===== src/rtl/sdfp_pkg.sv =====
// Shared types and constants for the structured-data field parser.
package sdfp_pkg;

    // Size of the name buffer that bounds the ID and parameter-name lengths
    localparam int NAME_BUFFER_SIZE = 256;

    // Length counters hold any value up to the buffer size
    localparam int LEN_W = $clog2(NAME_BUFFER_SIZE) + 1;
    // Sum of prefix, ID and name lengths plus one
    localparam int SUM_W = LEN_W + 2;

    localparam int PREFIX_W = 8;
    localparam int VLIMIT_W = 16;
    localparam int CFG_W    = 16;
    localparam int RES_MAX  = 3;

    localparam logic [7:0] CH_LBRACK = 8'h5B;
    localparam logic [7:0] CH_RBRACK = 8'h5D;
    localparam logic [7:0] CH_EQUAL  = 8'h3D;
    localparam logic [7:0] CH_DASH   = 8'h2D;
    localparam logic [7:0] CH_SPACE  = 8'h20;
    localparam logic [7:0] CH_QUOTE  = 8'h22;
    localparam logic [7:0] CH_BSLASH = 8'h5C;

    typedef enum logic [0:0] {
        REG_PREFIX_LENGTH = 1'b0,
        REG_VALUE_LIMIT   = 1'b1
    } cfg_reg_t;

    typedef enum logic [3:0] {
        PH_IDLE          = 4'd0,
        PH_ID_START      = 4'd1,
        PH_ID            = 4'd2,
        PH_PNAME_START   = 4'd3,
        PH_PNAME         = 4'd4,
        PH_VALUE_START   = 4'd5,
        PH_UVALUE        = 4'd6,
        PH_QVALUE        = 4'd7,
        PH_AFTER_PARAM   = 4'd8,
        PH_AFTER_ELEMENT = 4'd9
    } phase_t;

    typedef enum logic [3:0] {
        EV_ID    = 4'd0,
        EV_NAME  = 4'd1,
        EV_VALUE = 4'd2,
        EV_EMPTY = 4'd3,
        EV_PEND  = 4'd4,
        EV_EEND  = 4'd5,
        EV_DONE  = 4'd6,
        EV_ERROR = 4'd7,
        EV_TRAIL = 4'd8
    } event_t;

    // Bytes allowed in an SD-ID or a parameter name
    function automatic logic is_name_char(input logic [7:0] b);
        return !b[7] && (b != CH_EQUAL) && (b != CH_SPACE) &&
               (b != CH_RBRACK) && (b != CH_QUOTE);
    endfunction

endpackage


===== src/rtl/structured_data_field_parser.sv =====
// Top level of the structured-data field parser: byte classifier and event queue.
//
//  channel | direction | handshake              | payload
//  --------+-----------+------------------------+-----------------------------------
//  in      | input     | in_valid / in_ready    | data_byte, field_start, end_of_data
//  out     | output    | out_valid / out_ready  | event_kind, out_byte, last_of_run
//  cfg     | input     | cfg_wr_en (no wait)    | cfg_addr, cfg_wdata
//
//  Each input word lands in an input register and is then classified; its zero
//  to three events load a small event buffer that drains one per cycle while
//  out_ready is high. One event or none streams at one word per cycle unless the
//  output stalls. The input register refills in the cycle the buffer loads, so
//  a stalled output holds at most one word plus its events.
//  Reset puts the parser in idle and loads prefix_length 7, value_limit 255.
module structured_data_field_parser (
    input  logic                          clk,
    input  logic                          rst_n,

    input  logic                          in_valid,
    output logic                          in_ready,
    input  logic [7:0]                    data_byte,
    input  logic                          field_start,
    input  logic                          end_of_data,

    output logic                          out_valid,
    input  logic                          out_ready,
    output logic [3:0]                    event_kind,
    output logic [7:0]                    out_byte,
    output logic                          last_of_run,

    input  logic                          cfg_wr_en,
    input  logic [0:0]                    cfg_addr,
    input  logic [sdfp_pkg::CFG_W-1:0]    cfg_wdata
);

    localparam int LEN_W = sdfp_pkg::LEN_W;
    localparam int SUM_W = sdfp_pkg::SUM_W;
    localparam logic [LEN_W:0] NAME_ROOM =
        (LEN_W+1)'(sdfp_pkg::NAME_BUFFER_SIZE - 1);
    localparam logic [SUM_W-1:0] NAME_TOP = SUM_W'(sdfp_pkg::NAME_BUFFER_SIZE);

    // ------------------------------------------------------------------
    // Configuration registers
    // ------------------------------------------------------------------
    logic [sdfp_pkg::PREFIX_W-1:0] prefix_reg;
    logic [sdfp_pkg::VLIMIT_W-1:0] vlimit_reg;

    always_ff @(posedge clk or negedge rst_n)
    begin
        if (!rst_n)
        begin
            prefix_reg <= sdfp_pkg::PREFIX_W'(7);
            vlimit_reg <= sdfp_pkg::VLIMIT_W'(255);
        end
        else if (cfg_wr_en)
        begin
            unique case (sdfp_pkg::cfg_reg_t'(cfg_addr))
                sdfp_pkg::REG_PREFIX_LENGTH: prefix_reg <= cfg_wdata[sdfp_pkg::PREFIX_W-1:0];
                sdfp_pkg::REG_VALUE_LIMIT:   vlimit_reg <= cfg_wdata[sdfp_pkg::VLIMIT_W-1:0];
                default:                     prefix_reg <= prefix_reg;
            endcase
        end
    end

    // ------------------------------------------------------------------
    // Input register
    // ------------------------------------------------------------------
    logic       in_full_reg;
    logic [7:0] ib_reg;
    logic       ifs_reg;
    logic       ieod_reg;

    // Event buffer
    sdfp_pkg::event_t res_kind_reg [sdfp_pkg::RES_MAX];
    logic [7:0]       res_byte_reg [sdfp_pkg::RES_MAX];
    logic [1:0]       res_cnt_reg;
    logic [1:0]       res_idx_reg;

    logic out_fire;
    logic buf_last;
    logic proc;

    assign out_valid   = (res_cnt_reg != 2'd0);
    assign buf_last    = (res_idx_reg == (res_cnt_reg - 2'd1));
    assign out_fire    = out_valid && out_ready;
    // Classify the held word once the buffer is empty or drains its last event
    assign proc        = in_full_reg && (!out_valid || (out_fire && buf_last));
    assign in_ready    = !in_full_reg || proc;

    assign event_kind  = res_kind_reg[res_idx_reg];
    assign out_byte    = res_byte_reg[res_idx_reg];
    assign last_of_run = buf_last;

    always_ff @(posedge clk or negedge rst_n)
    begin
        if (!rst_n)
            in_full_reg <= 1'b0;
        else if (in_valid && in_ready)
            in_full_reg <= 1'b1;
        else if (proc)
            in_full_reg <= 1'b0;
    end

    always_ff @(posedge clk)
    begin
        if (in_valid && in_ready)
        begin
            ib_reg   <= data_byte;
            ifs_reg  <= field_start;
            ieod_reg <= end_of_data;
        end
    end

    // ------------------------------------------------------------------
    // Parser state
    // ------------------------------------------------------------------
    sdfp_pkg::phase_t              ph_reg, ph_next;
    logic [LEN_W-1:0]              idl_reg, idl_next;
    logic [LEN_W-1:0]              nml_reg, nml_next;
    logic [sdfp_pkg::VLIMIT_W-1:0] vl_reg, vl_next;
    logic                          esc_reg, esc_next;

    sdfp_pkg::event_t ev_kind [sdfp_pkg::RES_MAX];
    logic [7:0]       ev_byte [sdfp_pkg::RES_MAX];
    logic [1:0]       cnt_next;

    // Room left for ID and name bytes; a negative room counts as none
    logic [LEN_W:0]   id_room;
    logic [LEN_W:0]   nm_room;
    logic             id_fits;
    logic             id_first_ok;
    logic             nm_fits;
    logic             nm_first_ok;
    logic [SUM_W-1:0] id_sum;
    logic [SUM_W-1:0] nm_sum;
    logic             nc;

    assign id_room     = NAME_ROOM - (LEN_W+1)'(prefix_reg);
    assign nm_room     = NAME_ROOM - {1'b0, idl_reg};
    assign id_fits     = !id_room[LEN_W] && ({1'b0, idl_reg} < id_room);
    assign id_first_ok = !id_room[LEN_W] && (id_room != '0);
    assign nm_fits     = !nm_room[LEN_W] && ({1'b0, nml_reg} < nm_room);
    assign nm_first_ok = !nm_room[LEN_W] && (nm_room != '0);
    assign id_sum      = SUM_W'(prefix_reg) + SUM_W'(idl_reg) + SUM_W'(1);
    assign nm_sum      = id_sum + SUM_W'(nml_reg);
    assign nc          = sdfp_pkg::is_name_char(ib_reg);

    always_comb
    begin
        logic [1:0]                    n;
        logic [sdfp_pkg::VLIMIT_W-1:0] vcur;

        ph_next  = ph_reg;
        idl_next = idl_reg;
        nml_next = nml_reg;
        esc_next = esc_reg;
        vcur     = vl_reg;
        n        = 2'd0;
        for (int i = 0; i < sdfp_pkg::RES_MAX; i++)
        begin
            ev_kind[i] = sdfp_pkg::EV_DONE;
            ev_byte[i] = 8'h00;
        end

        if (ifs_reg)
        begin
            // Restart on a field start
            idl_next = '0;
            nml_next = '0;
            vcur     = '0;
            esc_next = 1'b0;
            if (ib_reg == sdfp_pkg::CH_DASH)
            begin
                ev_kind[n] = sdfp_pkg::EV_DONE; n = n + 2'd1;
                ph_next    = sdfp_pkg::PH_IDLE;
            end
            else if (ib_reg == sdfp_pkg::CH_LBRACK)
                ph_next = sdfp_pkg::PH_ID_START;
            else
            begin
                // Absent field: done, then the byte is trailing
                ev_kind[n] = sdfp_pkg::EV_DONE;  n = n + 2'd1;
                ev_kind[n] = sdfp_pkg::EV_TRAIL; ev_byte[n] = ib_reg; n = n + 2'd1;
                ph_next    = sdfp_pkg::PH_IDLE;
            end
        end
        else
        begin
            case (ph_reg)
                sdfp_pkg::PH_ID_START:
                begin
                    if (nc && id_first_ok)
                    begin
                        ev_kind[n] = sdfp_pkg::EV_ID; ev_byte[n] = ib_reg; n = n + 2'd1;
                        idl_next   = LEN_W'(1);
                        ph_next    = sdfp_pkg::PH_ID;
                    end
                    else
                    begin
                        ev_kind[n] = sdfp_pkg::EV_ERROR; n = n + 2'd1;
                        ev_kind[n] = sdfp_pkg::EV_TRAIL; ev_byte[n] = ib_reg; n = n + 2'd1;
                        ph_next    = sdfp_pkg::PH_IDLE;
                    end
                end
                sdfp_pkg::PH_ID:
                begin
                    if (ib_reg == sdfp_pkg::CH_SPACE && id_sum < NAME_TOP)
                    begin
                        nml_next = '0;
                        ph_next  = sdfp_pkg::PH_PNAME_START;
                    end
                    else if (ib_reg == sdfp_pkg::CH_RBRACK)
                    begin
                        ev_kind[n] = sdfp_pkg::EV_EMPTY; n = n + 2'd1;
                        ev_kind[n] = sdfp_pkg::EV_EEND;  n = n + 2'd1;
                        ph_next    = sdfp_pkg::PH_AFTER_ELEMENT;
                    end
                    else if (ib_reg != sdfp_pkg::CH_SPACE && id_fits && nc)
                    begin
                        ev_kind[n] = sdfp_pkg::EV_ID; ev_byte[n] = ib_reg; n = n + 2'd1;
                        idl_next   = idl_reg + LEN_W'(1);
                    end
                    else
                    begin
                        ev_kind[n] = sdfp_pkg::EV_ERROR; n = n + 2'd1;
                        ev_kind[n] = sdfp_pkg::EV_TRAIL; ev_byte[n] = ib_reg; n = n + 2'd1;
                        ph_next    = sdfp_pkg::PH_IDLE;
                    end
                end
                sdfp_pkg::PH_PNAME_START:
                begin
                    if (nc && nm_first_ok)
                    begin
                        ev_kind[n] = sdfp_pkg::EV_NAME; ev_byte[n] = ib_reg; n = n + 2'd1;
                        nml_next   = LEN_W'(1);
                        ph_next    = sdfp_pkg::PH_PNAME;
                    end
                    else
                    begin
                        ev_kind[n] = sdfp_pkg::EV_ERROR; n = n + 2'd1;
                        ev_kind[n] = sdfp_pkg::EV_TRAIL; ev_byte[n] = ib_reg; n = n + 2'd1;
                        ph_next    = sdfp_pkg::PH_IDLE;
                    end
                end
                sdfp_pkg::PH_PNAME:
                begin
                    if (ib_reg == sdfp_pkg::CH_EQUAL && nm_sum < NAME_TOP)
                        ph_next = sdfp_pkg::PH_VALUE_START;
                    else if (ib_reg != sdfp_pkg::CH_EQUAL && nm_fits && nc)
                    begin
                        ev_kind[n] = sdfp_pkg::EV_NAME; ev_byte[n] = ib_reg; n = n + 2'd1;
                        nml_next   = nml_reg + LEN_W'(1);
                    end
                    else
                    begin
                        ev_kind[n] = sdfp_pkg::EV_ERROR; n = n + 2'd1;
                        ev_kind[n] = sdfp_pkg::EV_TRAIL; ev_byte[n] = ib_reg; n = n + 2'd1;
                        ph_next    = sdfp_pkg::PH_IDLE;
                    end
                end
                sdfp_pkg::PH_VALUE_START, sdfp_pkg::PH_UVALUE:
                begin
                    if (ph_reg == sdfp_pkg::PH_VALUE_START)
                    begin
                        vcur     = '0;
                        esc_next = 1'b0;
                    end
                    if (ph_reg == sdfp_pkg::PH_VALUE_START && ib_reg == sdfp_pkg::CH_QUOTE)
                        ph_next = sdfp_pkg::PH_QVALUE;
                    else if (ib_reg == sdfp_pkg::CH_SPACE)
                    begin
                        ev_kind[n] = sdfp_pkg::EV_PEND; n = n + 2'd1;
                        nml_next   = '0;
                        ph_next    = sdfp_pkg::PH_PNAME_START;
                    end
                    else if (ib_reg == sdfp_pkg::CH_RBRACK)
                    begin
                        ev_kind[n] = sdfp_pkg::EV_PEND; n = n + 2'd1;
                        ev_kind[n] = sdfp_pkg::EV_EEND; n = n + 2'd1;
                        ph_next    = sdfp_pkg::PH_AFTER_ELEMENT;
                    end
                    else
                    begin
                        // Keep the byte while under the value limit, else drop it
                        if (vcur < vlimit_reg)
                        begin
                            ev_kind[n] = sdfp_pkg::EV_VALUE; ev_byte[n] = ib_reg;
                            n          = n + 2'd1;
                            vcur       = vcur + sdfp_pkg::VLIMIT_W'(1);
                        end
                        ph_next = sdfp_pkg::PH_UVALUE;
                    end
                end
                sdfp_pkg::PH_QVALUE:
                begin
                    if (!esc_reg)
                    begin
                        if (ib_reg == sdfp_pkg::CH_BSLASH)
                            esc_next = 1'b1;
                        else if (ib_reg == sdfp_pkg::CH_QUOTE)
                        begin
                            ev_kind[n] = sdfp_pkg::EV_PEND; n = n + 2'd1;
                            ph_next    = sdfp_pkg::PH_AFTER_PARAM;
                        end
                        else if (ib_reg == sdfp_pkg::CH_RBRACK)
                        begin
                            // Bare bracket inside quotes is consumed by the error
                            ev_kind[n] = sdfp_pkg::EV_ERROR; n = n + 2'd1;
                            ph_next    = sdfp_pkg::PH_IDLE;
                        end
                        else if (vcur < vlimit_reg)
                        begin
                            ev_kind[n] = sdfp_pkg::EV_VALUE; ev_byte[n] = ib_reg;
                            n          = n + 2'd1;
                            vcur       = vcur + sdfp_pkg::VLIMIT_W'(1);
                        end
                    end
                    else
                    begin
                        // Unknown escape keeps its backslash
                        if (ib_reg != sdfp_pkg::CH_QUOTE && ib_reg != sdfp_pkg::CH_RBRACK &&
                            ib_reg != sdfp_pkg::CH_BSLASH && vcur < vlimit_reg)
                        begin
                            ev_kind[n] = sdfp_pkg::EV_VALUE; ev_byte[n] = sdfp_pkg::CH_BSLASH;
                            n          = n + 2'd1;
                            vcur       = vcur + sdfp_pkg::VLIMIT_W'(1);
                        end
                        if (vcur < vlimit_reg)
                        begin
                            ev_kind[n] = sdfp_pkg::EV_VALUE; ev_byte[n] = ib_reg;
                            n          = n + 2'd1;
                            vcur       = vcur + sdfp_pkg::VLIMIT_W'(1);
                        end
                        esc_next = 1'b0;
                    end
                end
                sdfp_pkg::PH_AFTER_PARAM:
                begin
                    if (ib_reg == sdfp_pkg::CH_SPACE)
                    begin
                        nml_next = '0;
                        ph_next  = sdfp_pkg::PH_PNAME_START;
                    end
                    else if (ib_reg == sdfp_pkg::CH_RBRACK)
                    begin
                        ev_kind[n] = sdfp_pkg::EV_EEND; n = n + 2'd1;
                        ph_next    = sdfp_pkg::PH_AFTER_ELEMENT;
                    end
                    else
                    begin
                        ev_kind[n] = sdfp_pkg::EV_ERROR; n = n + 2'd1;
                        ev_kind[n] = sdfp_pkg::EV_TRAIL; ev_byte[n] = ib_reg; n = n + 2'd1;
                        ph_next    = sdfp_pkg::PH_IDLE;
                    end
                end
                sdfp_pkg::PH_AFTER_ELEMENT:
                begin
                    if (ib_reg == sdfp_pkg::CH_LBRACK)
                    begin
                        idl_next = '0;
                        ph_next  = sdfp_pkg::PH_ID_START;
                    end
                    else
                    begin
                        ev_kind[n] = sdfp_pkg::EV_DONE;  n = n + 2'd1;
                        ev_kind[n] = sdfp_pkg::EV_TRAIL; ev_byte[n] = ib_reg; n = n + 2'd1;
                        ph_next    = sdfp_pkg::PH_IDLE;
                    end
                end
                default:
                begin
                    // Outside a field every byte is trailing
                    ev_kind[n] = sdfp_pkg::EV_TRAIL; ev_byte[n] = ib_reg; n = n + 2'd1;
                    ph_next    = sdfp_pkg::PH_IDLE;
                end
            endcase
        end

        // End of message closes any open field
        if (ieod_reg && ph_next != sdfp_pkg::PH_IDLE)
        begin
            if (ph_next == sdfp_pkg::PH_AFTER_ELEMENT)
            begin
                ev_kind[n] = sdfp_pkg::EV_DONE; n = n + 2'd1;
            end
            else
            begin
                if (ph_next == sdfp_pkg::PH_UVALUE)
                begin
                    ev_kind[n] = sdfp_pkg::EV_PEND; n = n + 2'd1;
                end
                ev_kind[n] = sdfp_pkg::EV_ERROR; n = n + 2'd1;
            end
            ph_next = sdfp_pkg::PH_IDLE;
        end

        vl_next  = vcur;
        cnt_next = n;
    end

    always_ff @(posedge clk or negedge rst_n)
    begin
        if (!rst_n)
        begin
            ph_reg  <= sdfp_pkg::PH_IDLE;
            idl_reg <= '0;
            nml_reg <= '0;
            vl_reg  <= '0;
            esc_reg <= 1'b0;
        end
        else if (proc)
        begin
            ph_reg  <= ph_next;
            idl_reg <= idl_next;
            nml_reg <= nml_next;
            vl_reg  <= vl_next;
            esc_reg <= esc_next;
        end
    end

    // ------------------------------------------------------------------
    // Event buffer: load on classify, advance on each output word
    // ------------------------------------------------------------------
    always_ff @(posedge clk or negedge rst_n)
    begin
        if (!rst_n)
        begin
            res_cnt_reg <= 2'd0;
            res_idx_reg <= 2'd0;
        end
        else if (proc)
        begin
            res_cnt_reg <= cnt_next;
            res_idx_reg <= 2'd0;
        end
        else if (out_fire)
        begin
            if (buf_last)
            begin
                res_cnt_reg <= 2'd0;
                res_idx_reg <= 2'd0;
            end
            else
                res_idx_reg <= res_idx_reg + 2'd1;
        end
    end

    always_ff @(posedge clk)
    begin
        if (proc)
        begin
            res_kind_reg <= ev_kind;
            res_byte_reg <= ev_byte;
        end
    end

    // ------------------------------------------------------------------
    // Assertions
    // ------------------------------------------------------------------
    a_idx_in_range: assert property (@(posedge clk) disable iff (!rst_n)
        out_valid |-> (res_idx_reg < res_cnt_reg))
        else $error("event index past event count");

    a_load_count: assert property (@(posedge clk) disable iff (!rst_n)
        proc |=> (out_valid == ($past(cnt_next) != 2'd0)) && (res_idx_reg == 2'd0))
        else $error("event buffer not loaded from classified word");

    a_id_bound: assert property (@(posedge clk) disable iff (!rst_n)
        idl_reg < LEN_W'(sdfp_pkg::NAME_BUFFER_SIZE))
        else $error("ID length beyond name buffer");

    a_hold_word: assert property (@(posedge clk) disable iff (!rst_n)
        (in_full_reg && !proc) |=> in_full_reg && $stable(ib_reg))
        else $error("unclassified input word lost");

endmodule


===== config.mk =====
export PLATFORM = sky130hd
export DESIGN_NAME = structured_data_field_parser
export DESIGN_NICKNAME = d
export VERILOG_FILES = /design/src/rtl/sdfp_pkg.sv /design/src/rtl/structured_data_field_parser.sv
export SDC_FILE = /design/constraint.sdc
export NUM_CORES = 1
export LEC_CHECK = 0
export BUFFER_PORTS_ARGS = -buffer_cell sky130_fd_sc_hd__buf_4
export CORE_ASPECT_RATIO = 0.9
export CORE_MARGIN = 2
export CORE_UTILIZATION = 30
export DETAILED_ROUTE_END_ITERATION = 6
export PLACE_DENSITY = 0.47
export SLEW_MARGIN = 20
export SYNTH_ARGS = -nofsm -noshare
export SYNTH_HDL_FRONTEND = slang
export SYNTH_SLANG_ARGS = --single-unit

===== constraint.sdc =====
create_clock -name clk -period 9.79 [get_ports clk]
set_input_delay 0.979 -clock clk [delete_from_list [all_inputs] [get_ports clk]]
set_output_delay 0.979 -clock clk [all_outputs]
set_load 0.005 [all_outputs]

# Word level (Yosys, flattened, before mapping)
# Index checks and enable logic that the tools add are counted.
dict set report totals {
  regBits 114
  out_inout_bits 15
  wordCells 354
}
dict set report op_classes {
  n_addsub 15
  n_lt_le_gt_ge 14
  n_eq_ne 39
  n_mux 192
  bitwise_logic 20
  reduce_logical 55
}
# op n
set ops {}
lappend ops {{$mux 16} 22}
lappend ops {{$mux 8} 35}
lappend ops {{$mux 4} 36}
lappend ops {{$mux 9} 13}
lappend ops {{$pmux 8 s7} 2}
lappend ops {{$pmux 4 s8} 3}
lappend ops {{$mux 12} 6}
lappend ops {{$mux 2} 35}
lappend ops {{$add 16x1->16 const B} 3}
lappend ops {{$lt 16x16->1} 3}
lappend ops {{$pmux 9 s5} 1}
lappend ops {{$mux 3} 13}
lappend ops {{$ne 3x3->1 const B} 11}
lappend ops {{$eq 8x6->1 const B} 4}
lappend ops {{$pmux 16 s2} 1}
lappend ops {{$logic_and 1x1->1} 28}
lappend ops {{$pmux 9 s3} 1}
lappend ops {{$bwmux 24} 1}
lappend ops {{$demux 4 s2} 3}
lappend ops {{$eq 8x7->1 const B} 3}
lappend ops {{$mux 24} 1}
lappend ops {{$ne 8x6->1 const B} 3}
lappend ops {{$lt 11x9->1 const B} 2}
lappend ops {{$eq 4x3->1 const B} 5}
lappend ops {{other kinds (48)} 100}

# Logic depth before layout (Yosys ltp)
# Gate-level depths: netlist of run 1.
dict set report logic_depth {
  ltp_word 26
  ltp_mapped 31
}

# Least setup slack after synthesis of run 1
# OpenSTA, ideal clock, no wires.
dict set report synth_timing {
  path_type {reg2reg}
  from {register vlimit_reg[1] (netlist bit)}
  to {register res_kind_reg[9] (netlist bit), data pin}
  t_arrival_ns 5.891
  required_time_ns 9.514
  slack_ns 3.623
  stages_incl_launch_ff 30
  synth_period_minus_slack_ns 6.167
  path_cell_list {dfstp_2 -> inv_1 -> ha_1 -> a2111oi_4 -> o31ai_2 -> a211o_4 -> nor2_4 -> inv_2 -> buf_2 -> nor2_1 -> xor2_1 -> ha_1 -> a21o_1 -> a21o_1 -> a21oi_1 -> nand4_1 -> a21oi_1 -> o32ai_4 -> nor2_2 -> ha_1 -> a2111oi_0 -> a31oi_1 -> inv_1 -> ha_1 -> o21ai_1 -> inv_1 -> ha_1 -> a31oi_1 -> a41o_1 -> o31ai_1}
}
# element line_no
set synth_rtl {}
lappend synth_rtl {{from (decl)} structured_data_field_parser.sv:46} ;# logic [sdfp_pkg::VLIMIT_W-1:0] vlimit_reg;
lappend synth_rtl {{from (signal assigned)} structured_data_field_parser.sv:53} ;# vlimit_reg <= sdfp_pkg::VLIMIT_W'(255);
lappend synth_rtl {{from (signal assigned)} structured_data_field_parser.sv:59} ;# sdfp_pkg::REG_VALUE_LIMIT: vlimit_reg <= cfg_wdata[sdfp_pkg::VLIMIT_W-1:0];
lappend synth_rtl {{to (signal assigned)} structured_data_field_parser.sv:452} ;# res_kind_reg <= ev_kind;
lappend synth_rtl {{to (decl)} structured_data_field_parser.sv:74} ;# sdfp_pkg::event_t res_kind_reg [sdfp_pkg::RES_MAX];

==> results of run 1 <==
[placed cells by master (no fill, tap or decap), types with 20 or more instances in the layout]
master / n
nor2_1: 100
nand2_1: 92
ha_1: 83
a21oi_1: 69
o21ai_0: 67
dfrtp_1: 57
buf_4: 57
inv_1: 48
edfxtp_1: 36
nand3_1: 32
xnor2_1: 32
nor3_1: 27
mux2_2: 24
and2_1: 23
nand2b_1: 20
[logic make-up after synthesis]
kind of cell               synth area share, %
AOI/OAI and AO/OA                        23.04
xor gates and xnor gates                 4.869
adders and majority gates                11.13
buffers and inverters                    4.171
DFF                                      29.41
muxes                                    4.540
and+or+nand+nor                          22.83
[final cells by class]
| cell class | instances | area (µm²) | area share (%) |
|---|---|---|---|
| Clock buffer | 9 | 225.2 | 2.133 |
| Clock inverter | 7 | 66.31 | 0.6282 |
| Inverter | 52 | 195.2 | 1.849 |
| Multi-Input combinational cell | 905 | 6334 | 60.00 |
| Sequential cell | 104 | 2796 | 26.49 |
| Tap cell | 409 | 511.7 | 4.848 |
| Timing Repair Buffer | 57 | 427.9 | 4.054 |
[worst max-delay path by stage]
stage	cells after the start	start	slack (ps)	to
6_report	28	vlimit_reg[1]	2330	res_kind_reg[9]
5_1_grt	29	vlimit_reg[7]	1870	res_kind_reg[9]
4_1_cts	28	vlimit_reg[1]	2510	res_kind_reg[9]
3_5_place_dp	28	vlimit_reg[1]	2550	res_kind_reg[9]
3_3_place_gp	28	vlimit_reg[1]	2740	res_kind_reg[9]
2_1_floorplan	29	vlimit_reg[1]	3620	res_kind_reg[9]
[power groups by stage]
stage / clock network, mW / registers (mW) / logic [mW]
final: 0.380 / 0.696 / 0.857
after global routing: 0.414 / 0.711 / 0.959
after CTS: 0.398 / 0.694 / 0.859
after detailed placement: 0 / 0.702 / 0.855
after global placement: 0 / 0.701 / 0.857
after floorplan: 0 / 0.630 / 0.618
[metal layers]
metal | vias to the layer above | global-route usage [%] | share of wire (%)
met5 | - | 0 | 0
met4 | 0 | 4.744 | 2.0
met3 | 35 | 3.329 | 6.0
met2 | 261 | 26.34 | 41
met1 | 4116 | 29.15 | 51
li1 | 4159 | - | -
==> results.md, run 1 <==
* R2R Path End: res_kind_reg[9]
* Worst Clk Skew at 22.68 ps
* Fin. Hold Viols at 0
* Net Sw Frac at 42.59%
* Worst Path Max Fanout at 17
* GRT Overall Usage at 18.79%
* Pint at roughly 1.1 mW
* Clock share of power at 19.6%
* Number of antenna violations at the first check in global routing at 0
* Area contributors post-synth: dfrtp_1 (15%), edfxtp_1 (11%), ha_1 (11%)
* Sequential power share at between 30% and 40%
* Ports at 47
* FF-to-FF setup slack at 2330 ps
* Final Max Tran Viols at 0
* Worst hold margin at around 480 ps
* First-pass GRT wire length at ~48 mm
* Sinks on Clock Net at roughly 100
* CP required at 9890 ps
* Core area at 31060 µm²
* Area leader, netlist: dfrtp_1
* Die height at about 170 µm
* Layout cells sized above 1 at 12.70%
* Final ANT Viol Nets at 0
* GR Overflow Total at 0
* Max Buffers Root-to-Sink at 2
* Via-per-instance ratio at 5.555
* 1st-iter DRT viols at 735
* Max VDD drop at 0.1158 mV
* Area grow syn2layout at 11.03%
* Pre-CTS setup slack at 2552 ps
* Post-route setup TNS at 0 ps
* Sw Pwr at just over 0.8 mW
* CP max stage delay at 530 ps
* Final Cycle Share at 76.23%
* Gate power share at 44.3%
* Warnings, synthesis at 0
* Die width at 191.7 µm
* Buf+Inv Stages, Crit Path at 4
* Routability Congestion at 0.8550
* Total power at between 1.5 and 2 mW
* Register-to-Register Path Depth at 28
* CP most frequent cell: ha_1
* Post-layout util at 33.98%
* Final WS setup at 2327 ps
* Post-synthesis sequential area ratio at 29.41%
* Max Cap Viol at 0
* Synth unique cells at 97
* Crit-path slowest cell: dfstp_2
* DRT Wirelength at about 30 mm
* Setup bufs post-CTS at 0
* FF-to-FF Start: vlimit_reg[1]
* Layout filler cell count at 3227
* CTS Buf Count at 9
* Critical path class: reg2reg
* CP delay by family, top: compound AO/OA/AOI/OAI gates
* CTS tree: yes
* Clk slew on worst S/H paths at 90 ps
* Measured slew at the worst slew-check pin at 1095 ps
* Mean area per synthesized cell at 8.550 µm²
* Ant diodes at 0
* Cells after DPL at ~1500
* Top post-synthesis cells by count: nor2_1 (100), nand2_1 (92), ha_1 (83)
* Worst-skew pair later-pin latency at 380 ps
* Nature of the critical path startpoint: flop
* CTS root buffer: clkbuf_16
* Tmin final at 7463 ps
* Via count at 8571
* Post-detail-place hpwl at approximately 23 mm
* CTS resizes at 0
* Primary FF master, synth: dfrtp_1
* Syn nets at 1228
* Full die area at roughly 33000 µm²
* Pin count of the biggest net entering global routing at 52
* Endpoints failing setup at 0
* Post-Synthesis Cell Area at approximately 9500 µm²
* Starting Density at 30.61%
* FP Rows at 61
* Final net count at between 1000 and 1500
* DR WL/cell at 19.89 µm
* Leak Pwr at 4.417 nW
* Post-DP Area at around 10000 µm²
* Vias in the first global route at 8090
* Most numerous cell in the Yosys netlist: nor2_1
* Critical path data arrival time at roughly 7600 ps
* FMAX at 134.0 MHz
* RSZ-0062 raised after global routing: no
* 1st-pass router iterations at 5
* Async set-or-reset flop fraction in the synthesized netlist at 65.38%
* Status: finished clean
* Cells after synthesis at 1112
* Hold/Removal Path Class: in2async
* Number of flops mapped to enable cells by yosys at 36
* H-tree levels at 3
* Final std cells w/o fill at 1543
* Number of buffers added on ports at 46
* Critical Path End Type: flop
* Design area at 10560 µm²
* Relative slew slack at 26.61%
* Hold_buf cts at 0
* Synthesized flop and latch total at roughly 100
* Power per cell area at 183.1 nW/µm²
* Top cell type's share of synthesized area at 15.00%
* DRC viols at 0
(Power assumes the default switching activity.)
==> inputs of run 2 (changes only) <==
- clock period: 9.79 -> 6.9 ns (I/O delays scaled with it)
==> results.md, run 2 (synthesized netlist as in run 1, its figures left out) <==
* FMAX at 155.5 MHz (+16%)
* Tmin final at 6432 ps (-1031 ps)
* CP max stage delay at 530 ps (about the same)
* Leak Pwr at 4.529 nW (+2.5%)
* Status: finished clean
* Final ANT Viol Nets at 0 (unchanged)
* Area grow syn2layout at 12.91%
* Sinks on Clock Net at 104 (unchanged)
* Total power at 2.799 mW (+45%)
* Ant diodes at 0 (unchanged)
* Worst-skew pair later-pin latency at 370 ps (about the same)
* Die height at 172.9 µm (unchanged)
* Starting Density at 30.61% (unchanged)
* Worst Clk Skew at 10.53 ps (-12.15 ps)
* Endpoints failing setup at 0 (unchanged)
* Clk slew on worst S/H paths at 80 ps (about the same)
* Final Max Tran Viols at 0 (unchanged)
* Hold/Removal Path Class: in2async
* Number of antenna violations at the first check in global routing at 0 (unchanged)
* 1st-iter DRT viols at 612 (-17%)
* Fin. Hold Viols at 0 (unchanged)
* DR WL/cell at 19.85 µm (-0.17%)
* Power per cell area at 260.7 nW/µm² (+42%)
* CP required at 6990 ps (-2900 ps)
* Worst Path Max Fanout at 12 (-5)
* Layout cells sized above 1 at 14.57% (+1.9 points)
* CP most frequent cell: ha_1
* Post-layout util at 34.56% (+0.58 points)
* Ports at 47 (unchanged)
* Worst hold margin at 202.1 ps (-273.5 ps)
* 1st-pass router iterations at 5 (unchanged)
* CTS root buffer: clkbuf_16
* FP Rows at 61 (unchanged)
* Measured slew at the worst slew-check pin at 1063 ps (-31.66 ps)
* Register area at 2796 µm² (unchanged)
* Max Cap Viol at 0 (unchanged)
* Hold_buf cts at 0 (unchanged)
* Final net count at 1264 (+1.5%)
* Pin count of the biggest net entering global routing at 49 (-5.8%)
* Critical path class: reg2reg
* First-pass GRT wire length at 49.22 mm (+1.7%)
* Commonest cells after routing, fill and taps aside: nor2_1 (100), nand2_1 (92), ha_1 (83)
* Die width at 191.7 µm (unchanged)
* Core area at 31060 µm² (unchanged)
* H-tree levels at 3 (unchanged)
* DRC viols at 0 (unchanged)
* Routability Congestion at 0.9090 (+6.3%)
* Via-per-instance ratio at 5.547 (-0.14%)
* Cells after DPL at 1546 (+1.2%)
* CTS tree: yes
* Final std cells w/o fill at 1562 (+1.2%)
* Number of buffers added on ports at 46 (unchanged)
* Vias in the first global route at 8241 (+1.9%)
* Nature of the critical path startpoint: flop
* GR Overflow Total at 0 (unchanged)
* Most common cell after layout, fill and taps aside: nor2_1
* Layout filler cell count at 3269 (+1.3%)
* DRT Wirelength at 31.01 mm (+1.1%)
* Crit-path slowest cell: dfstp_2
* GRT Overall Usage at 19.17% (+0.38 points)
* Post-route setup TNS at 0 ps (unchanged)
* Max Buffers Root-to-Sink at 2 (unchanged)
* Full die area at 33140 µm² (unchanged)
* Post-detail-place hpwl at 23.75 mm (+3.6%)
* Critical path data arrival time at 6520 ps (-1050 ps)
* Max VDD drop at 0.2079 mV (+80%)
* Final Cycle Share at 93.21% (+17 points)
* Via count at 8664 (+1.1%)
* Multi-input gate area at 6357 µm² (+0.38%)
* Critical Path End Type: flop
* Relative slew slack at 28.87% (+2.3 points)
* CTS Buf Count at 9 (unchanged)
* RSZ-0062 raised after global routing: no
==> run 2: repair_timing <==
| item | CTS | global route |
|---|---|---|
| endpoints found under the hold margin | 0 | 0 |
| setup endpoints to repair | 0 | 5 |
| setup buffers | 0 | 0 |
| resized for setup | 0 | 6 |
==> run 2: final cells by class <==
cell class,count,area share (%)
clock buffers,9,2.098
clock inverters,7,0.7343
inverters,52,1.818
multi-input cells,905,59.22
flip-flops and latches,104,26.05
well taps,409,4.767
repair buffers,76,5.315
==> run 2: per-layer routing <==
metal | wire (µm) | GRT usage [%]
met1 | 15650 | 29.41
met2 | 12920 | 27.39
met3 | 1848 | 3.146
met4 | 594 | 5.000
met5 | 0 | 0
==> run 2: path summary, 6_finish.rpt <==
path | cells past startpoint | start | endpoint | slack, ps
setup / recovery | 28 | vlimit_reg[1] | res_kind_reg[9] | 470
hold / removal | 1 | rst_n | vlimit_reg[15] | 200
setup reg to reg | 28 | vlimit_reg[1] | res_kind_reg[9] | 470
hold reg to reg | 1 | res_cnt_reg[1] | res_cnt_reg[1] | 510
max in group asynchronous | 2 | rst_n | res_idx_reg[0] | 5700
min in group clk | 1 | data_byte[2] | ib_reg[2] | 490
==> run 2: worst max-delay path, delay by kind of cell, from the launching register on <==
| kind | cells | cell delay, ps |
|---|---|---|
| AOI/OAI and AO/OA | 13 | 2840 |
| adders and majority gates | 5 | 1330 |
| xor gates and xnor gates | 1 | 220 |
| and+or+nand+nor | 5 | 780 |
| DFF | 1 | 530 |
| buffers and inverters | 4 | 420 |
==> run 2: per-stage QoR <==
stage               cell area [µm²]  worst slack [ps]
floorplan                      9508             732.9
global placement              10400             541.0
detailed placement            10400             348.2
CTS                           10710             298.1
global route                  10740             46.76
finish                        10740             468.3
==> run 2: where the power goes <==
group / internal (mW) / total [mW] / switching, mW
clock network: 0.286 / 0.554 / 0.269
registers: 0.822 / 0.969 / 0.148
logic: 0.526 / 1.28 / 0.750
total: 1.63 / 2.80 / 1.17
==> inputs of run 3 (changes only) <==
- PLACE_DENSITY: 0.47 -> not set
- PLACE_DENSITY_LB_ADDON: not set -> 0.12
==> results.md, run 3 (synthesized netlist as in run 1, its figures left out) <==
* H-tree levels at 3 (unchanged)
* CTS root buffer: clkbuf_16
* Violated checks: DRC
* GR Overflow Total at 0 (unchanged)
* Layout filler cell count at 3212 (-1.7%)
* Post-detail-place hpwl at 23.70 mm (-0.21%)
* DR WL/cell at 20.08 µm (+1.1%)
* WP depth at 25 (-11%)
* Worst Path Max Fanout at 7 (-5)
* Final Max Tran Viols at 0 (unchanged)
* Vias in the first global route at 8311 (+0.85%)
* Nature of the critical path startpoint: flop
* CP delay by family, top: compound AO/OA/AOI/OAI gates
* Hold/Removal Path Class: in2async
* Clk slew on worst S/H paths at 70 ps (about the same)
* Number of antenna violations at the first check in global routing at 0 (unchanged)
* DRT Wirelength at 31.38 mm (+1.2%)
* FF-to-FF setup slack at 540 ps (+70 ps)
* Power per cell area at 257.9 nW/µm² (-1.1%)
* Setup bufs post-CTS at 0 (unchanged)
* Full die area at 33140 µm² (unchanged)
* Register area at 2796 µm² (unchanged)
* Commonest cells after routing, fill and taps aside: nor2_1 (100), nand2_1 (92), ha_1 (83)
* Total power at 2.769 mW (-1.1%)
* Sinks on Clock Net at 104 (unchanged)
* FP Rows at 61 (unchanged)
* Measured slew at the worst slew-check pin at 1071 ps (+7.882 ps)
* Ports at 47 (unchanged)
* Max VDD drop at 0.1840 mV (-11%)
* Via-per-instance ratio at 5.540 (-0.12%)
* Multi-input gate area at 6360 µm² (about the same)
* CP max stage delay at 530 ps (about the same)
* Relative slew slack at 28.34% (-0.53 points)
* 1st-pass router iterations at 7 (+2)
* Leak Pwr at 4.524 nW (-0.12%)
* Fin. Hold Viols at 0 (unchanged)
* 1st-iter DRT viols at 848 (+39%)
* Critical Path Start: vlimit_reg[1]
* Via count at 8659 (-0.058%)
* Buf+Inv Stages, Crit Path at 4 (unchanged)
* First-pass GRT wire length at 49.67 mm (+0.90%)
* CP most frequent cell: ha_1
* Status: complete, but fails checks
* Area grow syn2layout at 12.92% (about the same)
* Ant diodes at 0 (unchanged)
* Crit-path slowest cell: dfstp_2
* Post-route setup TNS at 0 ps (unchanged)
* CTS resizes at 0 (unchanged)
* CTS tree: yes
* Register-to-Register Path Depth at 25 (-11%)
* Most common cell after layout, fill and taps aside: nor2_1
* CTS Buf Count at 9 (unchanged)
* GRT Overall Usage at 19.35% (+0.18 points)
* Worst-skew pair later-pin latency at 370 ps (about the same)
* DRC viols at 1 (+1)
* Tmin final at 6362 ps (-69.70 ps)
* Final Cycle Share at 92.20% (-1.0 points)
* End point of the critical path: res_kind_reg[9]
* Pin count of the biggest net entering global routing at 69 (+41%)
* Worst Clk Skew at 8.566 ps (-1.966 ps)
* Max Cap Viol at 0 (unchanged)
* Final ANT Viol Nets at 0 (unchanged)
* Max Buffers Root-to-Sink at 2 (unchanged)
* Critical Path End Type: flop
* Core area at 31060 µm² (unchanged)
* Routability Congestion at 0.8870 (-2.4%)
* CP required at 6990 ps (about the same)
* Die height at 172.9 µm (unchanged)
* Number of buffers added on ports at 46 (unchanged)
* FMAX at 157.2 MHz (+1.1%)
* FF-to-FF Start: vlimit_reg[1]
* Die width at 191.7 µm (unchanged)
* R2R Path End: res_kind_reg[9]
* Critical path data arrival time at 6460 ps (-60 ps)
* RSZ-0062 raised after global routing: no
* Starting Density at 30.61% (unchanged)
* Hold_buf cts at 0 (unchanged)
* Endpoints failing setup at 0 (unchanged)
* Critical path class: reg2reg
* Final net count at 1265 (+0.079%)
* Layout cells sized above 1 at 14.64% (+0.074 points)
[run 3: layer usage]
layer / vias up / wire length [µm] / track usage (%)
li1: 4194 / - / -
met1: 4145 / 15990 / 29.75
met2: 282 / 13020 / 27.66
met3: 38 / 1715 / 3.146
met4: 0 / 654 / 4.904
met5: - / 0 / 0
[run 3: per-stage QoR]
stage                     instances  hold WS, ps  utilization, %  area [µm²]  setup slack (ps)
after floorplan                1112        394.4               -        9508             732.9
after global placement         1546        490.1           33.49       10400             518.9
after detailed placement       1546        496.2           33.49       10400             371.9
after CTS                      1562        481.3           34.40       10690             329.0
after global routing           1563        308.6           34.56       10740             33.86
final                          1563        286.5           34.56       10740             538.0
[run 3: power by group]
part | internal, mW | total (mW) | switching (mW)
Sequential | 0.822 | 0.974 | 0.153
Clock | 0.257 | 0.513 | 0.256
Combinational | 0.528 | 1.28 | 0.753
Total | 1.61 | 2.77 | 1.16
[run 3: area by class of cell]
type / count / share of cell area, %
sequential: 104 / 26.05
tap: 409 / 4.766
timing repair buffer: 77 / 5.501
clock buffer: 10 / 2.226
inverter: 52 / 1.818
clock inverter: 6 / 0.4079
multi-input combinational: 905 / 59.24
[run 3: worst min path at each step]
stage / from / endpoint / cells after the start
3_3_place_gp: vlimit_reg[13] / vlimit_reg[13] / 1
5_1_grt: rst_n / vlimit_reg[11] / 1
6_report: rst_n / vlimit_reg[11] / 1
4_1_cts: field_start / ifs_reg / 1
2_1_floorplan: rst_n / esc_reg / 0
3_5_place_dp: vlimit_reg[10] / vlimit_reg[10] / 1
[run 3: worst register-to-register path: stages (launching register included)]
cell	delay, ps
dfstp_2	530
inv_1	70
ha_1	330
a2111oi_4	310
o31ai_2	150
a211o_4	400
o31ai_1	410
and2_1	310
inv_1	100
ha_1	300
a211oi_1	280
nand4_1	180
nor3_2	260
o32ai_4	170
nor2_2	140
ha_1	250
a2111oi_2	340
a31oi_2	220
inv_1	140
ha_1	250
o21ai_1	200
inv_1	90
ha_1	230
a31oi_2	190
a41o_1	200
o31ai_1	70
